File: config.mk
export PLATFORM = sky130hd
export DESIGN_NAME = debug_block_deframer_core
export DESIGN_NICKNAME = d
export VERILOG_FILES = /design/src/dbd_pkg.sv /design/src/debug_block_deframer_core.sv /design/src/dbd_cfg.sv /design/src/dbd_parse.sv
export VERILOG_INCLUDE_DIRS = /design/src /design/src/src
export SDC_FILE = /design/constraint.sdc
export NUM_CORES = 1
export LEC_CHECK = 0
export ABC_AREA = 1
export BUFFER_PORTS_ARGS = -buffer_cell sky130_fd_sc_hd__buf_2
export CAP_MARGIN = 20
export CORE_ASPECT_RATIO = 1.25
export CORE_MARGIN = 5
export CORE_UTILIZATION = 50
export DETAILED_ROUTE_END_ITERATION = 8
export PLACE_DENSITY = 0.67
export SETUP_SLACK_MARGIN = 0.15
export SKIP_LAST_GASP = 1
export SLEW_MARGIN = 25
export SYNTH_ARGS = -nofsm -noshare
export SYNTH_HDL_FRONTEND = slang
export SYNTH_SLANG_ARGS = --single-unit
export TNS_END_PERCENT = 100
File: constraint.sdc
create_clock -name clk -period 5.4 [get_ports clk]
set_input_delay 0.54 -clock clk [delete_from_list [all_inputs] [get_ports clk]]
set_output_delay 0.54 -clock clk [all_outputs]
set_load 0.03 [all_outputs]
File: src/assert_macros.svh
// Assertion macros shared by the deframer RTL.
// Depends on a clk / rst_n pair in the including module's scope.
`ifndef ASSERT_MACROS_SVH
`define ASSERT_MACROS_SVH

`ifndef SYNTH
// Checked on every rising edge of clk, off while reset is held.
`define DBD_ASSERT(lbl, prop, msg) \
    lbl: assert property (@(posedge clk) disable iff (!rst_n) (prop)) else $error(msg);
// Implication form: antecedent on one edge, consequent on the next.
`define DBD_ASSERT_NEXT(lbl, ante, cons, msg) \
    lbl: assert property (@(posedge clk) disable iff (!rst_n) (ante) |=> (cons)) \
        else $error(msg);
`else
`define DBD_ASSERT(lbl, prop, msg)
`define DBD_ASSERT_NEXT(lbl, ante, cons, msg)
`endif

`endif

File: src/dbd_pkg.sv
// Shared types, codes and constants of the debug block deframer.
// No dependencies; used by every module in src.
package dbd_pkg;

    localparam int unsigned LEN_W = 24;

    localparam logic [31:0] MAGIC_WORD   = 32'h444D_4140;  // "DMA@"
    localparam logic [31:0] TRAILER_WORD = 32'h434D_5048;  // "CMPH"
    localparam logic [LEN_W-1:0] LIMIT_RESET = 24'd512;

    // phase codes
    localparam logic [1:0] PH_HUNT    = 2'd0;
    localparam logic [1:0] PH_HEADER  = 2'd1;
    localparam logic [1:0] PH_PAYLOAD = 2'd2;
    localparam logic [1:0] PH_TRAILER = 2'd3;

    // result status codes
    localparam logic [2:0] ST_DATA  = 3'd0;
    localparam logic [2:0] ST_OK    = 3'd1;
    localparam logic [2:0] ST_MAGIC = 3'd2;
    localparam logic [2:0] ST_LONG  = 3'd3;
    localparam logic [2:0] ST_ALIGN = 3'd4;
    localparam logic [2:0] ST_TRAIL = 3'd5;

    // configuration register indexes
    localparam logic REG_ENABLE     = 1'b0;
    localparam logic REG_MAX_LENGTH = 1'b1;

    typedef struct packed {
        logic             enable;
        logic [LEN_W-1:0] max_length;
    } cfg_t;

    typedef struct packed {
        logic       valid;
        logic [7:0] data_byte;
        logic [7:0] block_kind;
        logic       last_payload;
        logic [2:0] status;
    } res_t;

endpackage

File: src/debug_block_deframer_core.sv
// Top level of the debug block deframer: input register, decode, result register.
// Depends on dbd_pkg, dbd_cfg, dbd_parse and assert_macros.svh.
//
//   channel  direction  handshake             payload
//   rx       in         rx_valid / rx_stall   rx_byte
//   out      out        out_valid / out_stall data_byte, block_kind, last_payload, status
//   cfg      in         cfg_valid / cfg_ready cfg_index, cfg_data
//
// One byte per clock while out_stall is low; out_valid comes from the result register.
// Each byte is decoded by the combinational logic between the input and result registers.
// An out stall holds the result register; an empty input register takes one more byte.
// Reset clears control and deframing state; hunting starts with enable set and limit 512.
`include "assert_macros.svh"
module debug_block_deframer_core (
    input  logic                      clk,
    input  logic                      rst_n,
    input  logic                      rx_valid,
    output logic                      rx_stall,
    input  logic [7:0]                rx_byte,
    output logic                      out_valid,
    input  logic                      out_stall,
    output logic [7:0]                data_byte,
    output logic [7:0]                block_kind,
    output logic                      last_payload,
    output logic [2:0]                status,
    input  logic                      cfg_valid,
    output logic                      cfg_ready,
    input  logic                      cfg_index,
    input  logic [dbd_pkg::LEN_W-1:0] cfg_data
);
    import dbd_pkg::*;

    cfg_t       cfg;
    res_t       res;
    logic       s1_valid_reg, s1_valid_next;
    logic [7:0] s1_byte_reg;
    logic       out_valid_reg, out_valid_next;
    res_t       out_reg;
    logic       advance;
    logic       rx_take;

    dbd_cfg u_cfg (
        .clk       (clk),
        .rst_n     (rst_n),
        .cfg_valid (cfg_valid),
        .cfg_ready (cfg_ready),
        .cfg_index (cfg_index),
        .cfg_data  (cfg_data),
        .cfg       (cfg)
    );

    dbd_parse u_parse (
        .clk     (clk),
        .rst_n   (rst_n),
        .fire    (advance),
        .byte_in (s1_byte_reg),
        .cfg     (cfg),
        .res     (res)
    );

    // decode moves on whenever the result register is free or being drained
    assign advance  = s1_valid_reg && (!out_valid_reg || !out_stall);
    assign rx_stall = s1_valid_reg && !advance;
    assign rx_take  = rx_valid && !rx_stall;

    always_comb
    begin
        s1_valid_next = s1_valid_reg;
        if (rx_take)
            s1_valid_next = 1'b1;
        else if (advance)
            s1_valid_next = 1'b0;

        out_valid_next = out_valid_reg;
        if (advance && res.valid)
            out_valid_next = 1'b1;
        else if (out_valid_reg && !out_stall)
            out_valid_next = 1'b0;
    end

    always_ff @(posedge clk or negedge rst_n)
    begin
        if (!rst_n)
        begin
            s1_valid_reg  <= 1'b0;
            out_valid_reg <= 1'b0;
        end
        else
        begin
            s1_valid_reg  <= s1_valid_next;
            out_valid_reg <= out_valid_next;
        end
    end

    always_ff @(posedge clk)
    begin
        if (rx_take)
            s1_byte_reg <= rx_byte;
        if (advance && res.valid)
            out_reg <= res;
    end

    assign out_valid    = out_valid_reg;
    assign data_byte    = out_reg.data_byte;
    assign block_kind   = out_reg.block_kind;
    assign last_payload = out_reg.last_payload;
    assign status       = out_reg.status;

    `DBD_ASSERT_NEXT(a_s1_hold, s1_valid_reg && out_valid_reg && out_stall, s1_valid_reg && $stable(s1_byte_reg), "input byte lost under stall")
    `DBD_ASSERT(a_out_drop, !$fell(out_valid_reg) || $past(!out_stall), "result dropped without transfer")
    `DBD_ASSERT(a_out_source, !$rose(out_valid_reg) || $past(s1_valid_reg), "result without a pending byte")

endmodule

File: src/dbd_cfg.sv
// Configuration registers of the deframer: enable and payload length limit.
// Depends on dbd_pkg.
module dbd_cfg (
    input  logic                     clk,
    input  logic                     rst_n,
    input  logic                     cfg_valid,
    output logic                     cfg_ready,
    input  logic                     cfg_index,
    input  logic [dbd_pkg::LEN_W-1:0] cfg_data,
    output dbd_pkg::cfg_t            cfg
);
    import dbd_pkg::*;

    logic             enable_reg;
    logic [LEN_W-1:0] max_length_reg;

    assign cfg_ready = 1'b1;

    always_ff @(posedge clk or negedge rst_n)
    begin
        if (!rst_n)
        begin
            enable_reg     <= 1'b1;
            max_length_reg <= LIMIT_RESET;
        end
        else if (cfg_valid && cfg_ready)
        begin
            case (cfg_index)
                REG_ENABLE:     enable_reg     <= cfg_data[0];
                REG_MAX_LENGTH: max_length_reg <= cfg_data;
                default:        ;
            endcase
        end
    end

    assign cfg.enable     = enable_reg;
    assign cfg.max_length = max_length_reg;

endmodule

File: src/dbd_parse.sv
// Deframing state and per-byte decode: magic, header, payload, trailer.
// Depends on dbd_pkg and assert_macros.svh.
`include "assert_macros.svh"
module dbd_parse (
    input  logic          clk,
    input  logic          rst_n,
    input  logic          fire,
    input  logic [7:0]    byte_in,
    input  dbd_pkg::cfg_t cfg,
    output dbd_pkg::res_t res
);
    import dbd_pkg::*;

    logic [1:0]       phase_reg, phase_next;
    logic [1:0]       group_count_reg, group_count_next;
    logic [23:0]      word_shift_reg, word_shift_next;
    logic [LEN_W-1:0] payload_left_reg, payload_left_next;
    logic [7:0]       held_kind_reg, held_kind_next;

    logic [31:0]      word;
    logic [LEN_W-1:0] len;
    logic             full;
    logic             last;

    // only the last three bytes of a group need storing
    assign word = {word_shift_reg, byte_in};
    assign len  = word[LEN_W-1:0];
    assign full = (group_count_reg == 2'd3);
    assign last = (payload_left_reg <= 24'd1);

    always_comb
    begin
        phase_next        = phase_reg;
        group_count_next  = group_count_reg;
        word_shift_next   = word_shift_reg;
        payload_left_next = payload_left_reg;
        held_kind_next    = held_kind_reg;
        res               = '0;

        if (cfg.enable)
        begin
            if (phase_reg == PH_PAYLOAD)
            begin
                res.valid        = 1'b1;
                res.data_byte    = byte_in;
                res.block_kind   = held_kind_reg;
                res.last_payload = last;
                res.status       = ST_DATA;
                if (last)
                begin
                    payload_left_next = '0;
                    phase_next        = PH_TRAILER;
                    group_count_next  = 2'd0;
                end
                else
                begin
                    payload_left_next = payload_left_reg - 24'd1;
                end
            end
            else
            begin
                word_shift_next  = word[23:0];
                group_count_next = group_count_reg + 2'd1;
                if (full)
                begin
                    phase_next = PH_HUNT;
                    case (phase_reg)
                        PH_HEADER:
                        begin
                            held_kind_next = word[31:24];
                            if (len > cfg.max_length)
                            begin
                                res.valid      = 1'b1;
                                res.block_kind = word[31:24];
                                res.status     = ST_LONG;
                            end
                            else if (len[1:0] != 2'd0)
                            begin
                                res.valid      = 1'b1;
                                res.block_kind = word[31:24];
                                res.status     = ST_ALIGN;
                            end
                            else
                            begin
                                payload_left_next = len;
                                phase_next = (len == '0) ? PH_TRAILER : PH_PAYLOAD;
                            end
                        end
                        PH_TRAILER:
                        begin
                            res.valid      = 1'b1;
                            res.block_kind = held_kind_reg;
                            res.status     = (word == TRAILER_WORD) ? ST_OK : ST_TRAIL;
                        end
                        default:
                        begin
                            if (word == MAGIC_WORD)
                                phase_next = PH_HEADER;
                            else
                            begin
                                res.valid  = 1'b1;
                                res.status = ST_MAGIC;
                            end
                        end
                    endcase
                end
            end
        end
    end

    always_ff @(posedge clk or negedge rst_n)
    begin
        if (!rst_n)
        begin
            phase_reg        <= PH_HUNT;
            group_count_reg  <= 2'd0;
            word_shift_reg   <= '0;
            payload_left_reg <= '0;
            held_kind_reg    <= '0;
        end
        else if (fire)
        begin
            phase_reg        <= phase_next;
            group_count_reg  <= group_count_next;
            word_shift_reg   <= word_shift_next;
            payload_left_reg <= payload_left_next;
            held_kind_reg    <= held_kind_next;
        end
    end

    `DBD_ASSERT(a_payload_left_nonzero, (phase_reg != PH_PAYLOAD) || (payload_left_reg != '0), "payload phase with nothing left")
    `DBD_ASSERT(a_payload_group_clear, (phase_reg != PH_PAYLOAD) || (group_count_reg == 2'd0), "group count not cleared in payload")
    `DBD_ASSERT_NEXT(a_kind_held, phase_reg == PH_PAYLOAD, (phase_reg != PH_PAYLOAD) || $stable(held_kind_reg), "block kind changed mid payload")

endmodule

==> impl_metrics.tcl <==
set metrics [dict create \
    setup_tns_ps 0 \
    crit_top_cell "nand2_2" \
    postCtsSetupRepairBufs 0 \
    syn_avg_cell_area_sq_um 8.35 \
    diodes 0 \
    vias_per_cell 5.26 \
    cts.htree.levels 4 \
    synth_cells 733 \
    cts_buffers 17 \
    first_global_vias 5008 \
    critical_path.slowest_cell "ha_1" \
    crit_buf_inv 3 \
    cts_tree "done" \
    cp.arrival_ps 3300 \
    port_buffers 59 \
    ys_async_sr_fraction_pct 75.7 \
    die_y_um 134 \
    nets 859 \
    path_class "reg -> reg" \
    fin_ws_ps 2430 \
    cts_resized 0 \
    ff_latch_area_sq_um 3020 \
    power_mw 3.71 \
    critical_path.startpoint_type "flip-flop" \
    slew_violations 0 \
    multi_input_area_sq_um 2590 \
    grt_overflow 0 \
    drive_gt1_share_pct 14.7 \
    setup_violations 0 \
    clockBufferDepth 2 \
    p_per_area_nw_per_um2 522 \
    ir_worst_vdd_mv 0.268 \
    hold_viol 0 \
    leakage_nw 3.50 \
    drc_errors 0 \
    slowest_delay_ps 720 \
    grt_start_max_net_pins 49 \
    status "completed" \
    ios 61 \
    grt_pass1_wl_um 24300 \
    grtUsageTotal_pct 21.7 \
    timing.hold.ws_ps 126 \
    syn2layout_area_growth_pct 16.2 \
    synth_xor_area_share_pct 2.29 \
    wl_per_cell_um 15.3 \
    drt_iter0_markers 285 \
    synth_warnings 0 \
    path_delay_family "buffers and inverters" \
    die_area_sq_um 14600 \
    yosysSeqAreaShare_pct 49.4 \
    rsz0062_at_grt "no" \
    cts.sinks 115 \
    required_ps 5730 \
    synthMuxAreaShare_pct 0 \
    vias 5094 \
    synth-edff-count 28 \
    fmax_mhz 337 \
    post-route-period-util_pct 55.0 \
    synth_compound_area_share_pct 11.5 \
    synthesis.area_sq_um 6120 \
    drv_cap 0 \
    min_path_type "in -> async" \
    synth_cell_types 43 \
    first_pass_iters 5 \
    finalWirelength_um 14800 \
    final.fill_count 1115 \
    clk_latency_ps 410 \
    place_congestion 0.983 \
    fin_skew_ps 7.58 \
    synth_fa_ha_area_share_pct 6.14 \
    cp_max_fo 29 \
    ant_nets 0 \
    dp_hpwl_um 11000 \
    path_clk_slew_ps 50 \
    synth_fp_nets 801 \
    synth_simple_gate_area_share_pct 22.4 \
    crit_path_cell_trace "inv_1 -> ha_1 -> clkinv_1 -> nand2_2 -> nand2_2 -> inv_2 -> nand2_1 -> o21ai_1" \
    fin_crit_ps 2970 \
    ys.flop_type "dfrtp_1" \
    dp_slack_ps 2520 \
    holdBufCountCts 0 \
    cts_root_buf "clkbuf_16" \
    rows 45 \
    tightest_slew_ps 848 \
    end_kind "flip-flop" \
    die_w_um 109 \
    initial_core_util_pct 50.8 \
    met2_usage_pct 36.9 \
    globalRouteMet3Util_pct 4.99 \
    busiest_layer "met2" \
    antenna_found_initial 0 \
    ys_seq_elements 115 \
    fin_util_pct 59.0 \
    core_area_sq_um 12000 \
    synth_top_family_by_area "simple AND/OR/NAND/NOR gates" \
    slew_headroom_pct 43.5 \
    gr-usage-met1_pct 26.0 \
]
-- cell usage after synthesis (3+ instances only) --
cell / instances / area (sq um)
a21oi_1: 41 / 205
buf_2: 3 / 15.0
buf_6: 3 / 33.8
clkbuf_1: 13 / 48.8
dfrtp_1: 85 / 2130
edfxtp_1: 28 / 841
ha_1: 30 / 375
inv_1: 95 / 357
inv_2: 3 / 11.3
nand2_1: 156 / 586
nand2_2: 14 / 87.6
nand3_1: 22 / 110
nand4_1: 9 / 56.3
nor2_1: 84 / 315
nor3_1: 11 / 55.1
nor4_1: 7 / 43.8
o21ai_0: 51 / 255
o21ai_1: 16 / 80.1
o22ai_1: 15 / 93.8
xor2_1: 14 / 123
-- kinds of logic after synthesis --
kind of cell,after synthesis
XOR/XNOR,16
other,1
adder cells (fa/ha/maj),30
AO/OA/AOI/OAI,132
buffers and inverters,122
flip-flops,115
AND/OR/NAND/NOR,317
-- worst register-to-register path, cell delays in order, from the launching register on --
cell and delay [ps]:
dfrtp_1 400, inv_1 100, ha_1 720, clkinv_1 500, nand2_2 180, nand2_2 240
inv_2 530, nand2_1 120, o21ai_1 100
-- where the power goes --
| part | switching, mW | internal, mW |
|---|---|---|
| registers | 0.259 | 1.17 |
| logic | 0.757 | 0.398 |
| clock network | 0.383 | 0.745 |
-- final cells by class --
cell class,instances,area share [%]
clock buffer,22,6.53
inverter,99,5.23
timing repair buffer,62,4.51
clock inverter,10,1.85
sequential,115,42.5
multi-input combinational,496,36.5
tap,164,2.89
-- cells in the final DEF (no fill, tap or decap), types with 4 or more instances in the layout --
master and n:
dfrtp_1 85, buf_4 4, clkinv_2 5, ha_1 30
buf_2 58, inv_1 95, nand2_1 156, nor2_1 84
nor4_1 7, nor3_1 11, edfxtp_1 28, o22ai_1 15
xor2_1 14, nand4_1 9, clkbuf_16 17, o21ai_0 51
nand3_1 22, a21oi_1 41, nand2_2 14, o21ai_1 16
-- metrics by stage --
stage          instance area (sq um)  std cells
6_report                        7110        968
5_1_grt                         7110        968
4_1_cts                         7110        968
3_5_place_dp                    6510        936
3_3_place_gp                    6510        936
2_1_floorplan                   6120        733
-- layer usage --
layer,vias up,share of wire (%)
li1,2504,-
met1,2416,41
met2,144,52
met3,30,4.6
met4,0,3.0
met5,-,0
-- final timing paths --
path | end | start | cells after the start | slack, ps
worst min register to register | u_cfg.max_length_reg[9]$_DFFE_PN1P_ | u_cfg.max_length_reg[9]$_DFFE_PN1P_ | 2 | 480
worst min-delay path | u_cfg.max_length_reg[4]$_DFFE_PN0P_ | rst_n | 1 | 130
max in group asynchronous | u_parse.word_shift_reg[2]$_DFFE_PN0P_ | rst_n | 2 | 4270
min in group clk | s1_byte_reg[2]$_DFFE_PP_ | rx_byte[2] | 1 | 300
worst max-delay path | u_parse.payload_left_reg[5]$_DFFE_PN0P_ | u_parse.phase_reg[0]$_DFFE_PN0P_ | 8 | 2430
worst max register to register | u_parse.payload_left_reg[5]$_DFFE_PN0P_ | u_parse.phase_reg[0]$_DFFE_PN0P_ | 8 | 2430
Power figures use the tool's default switching activity.
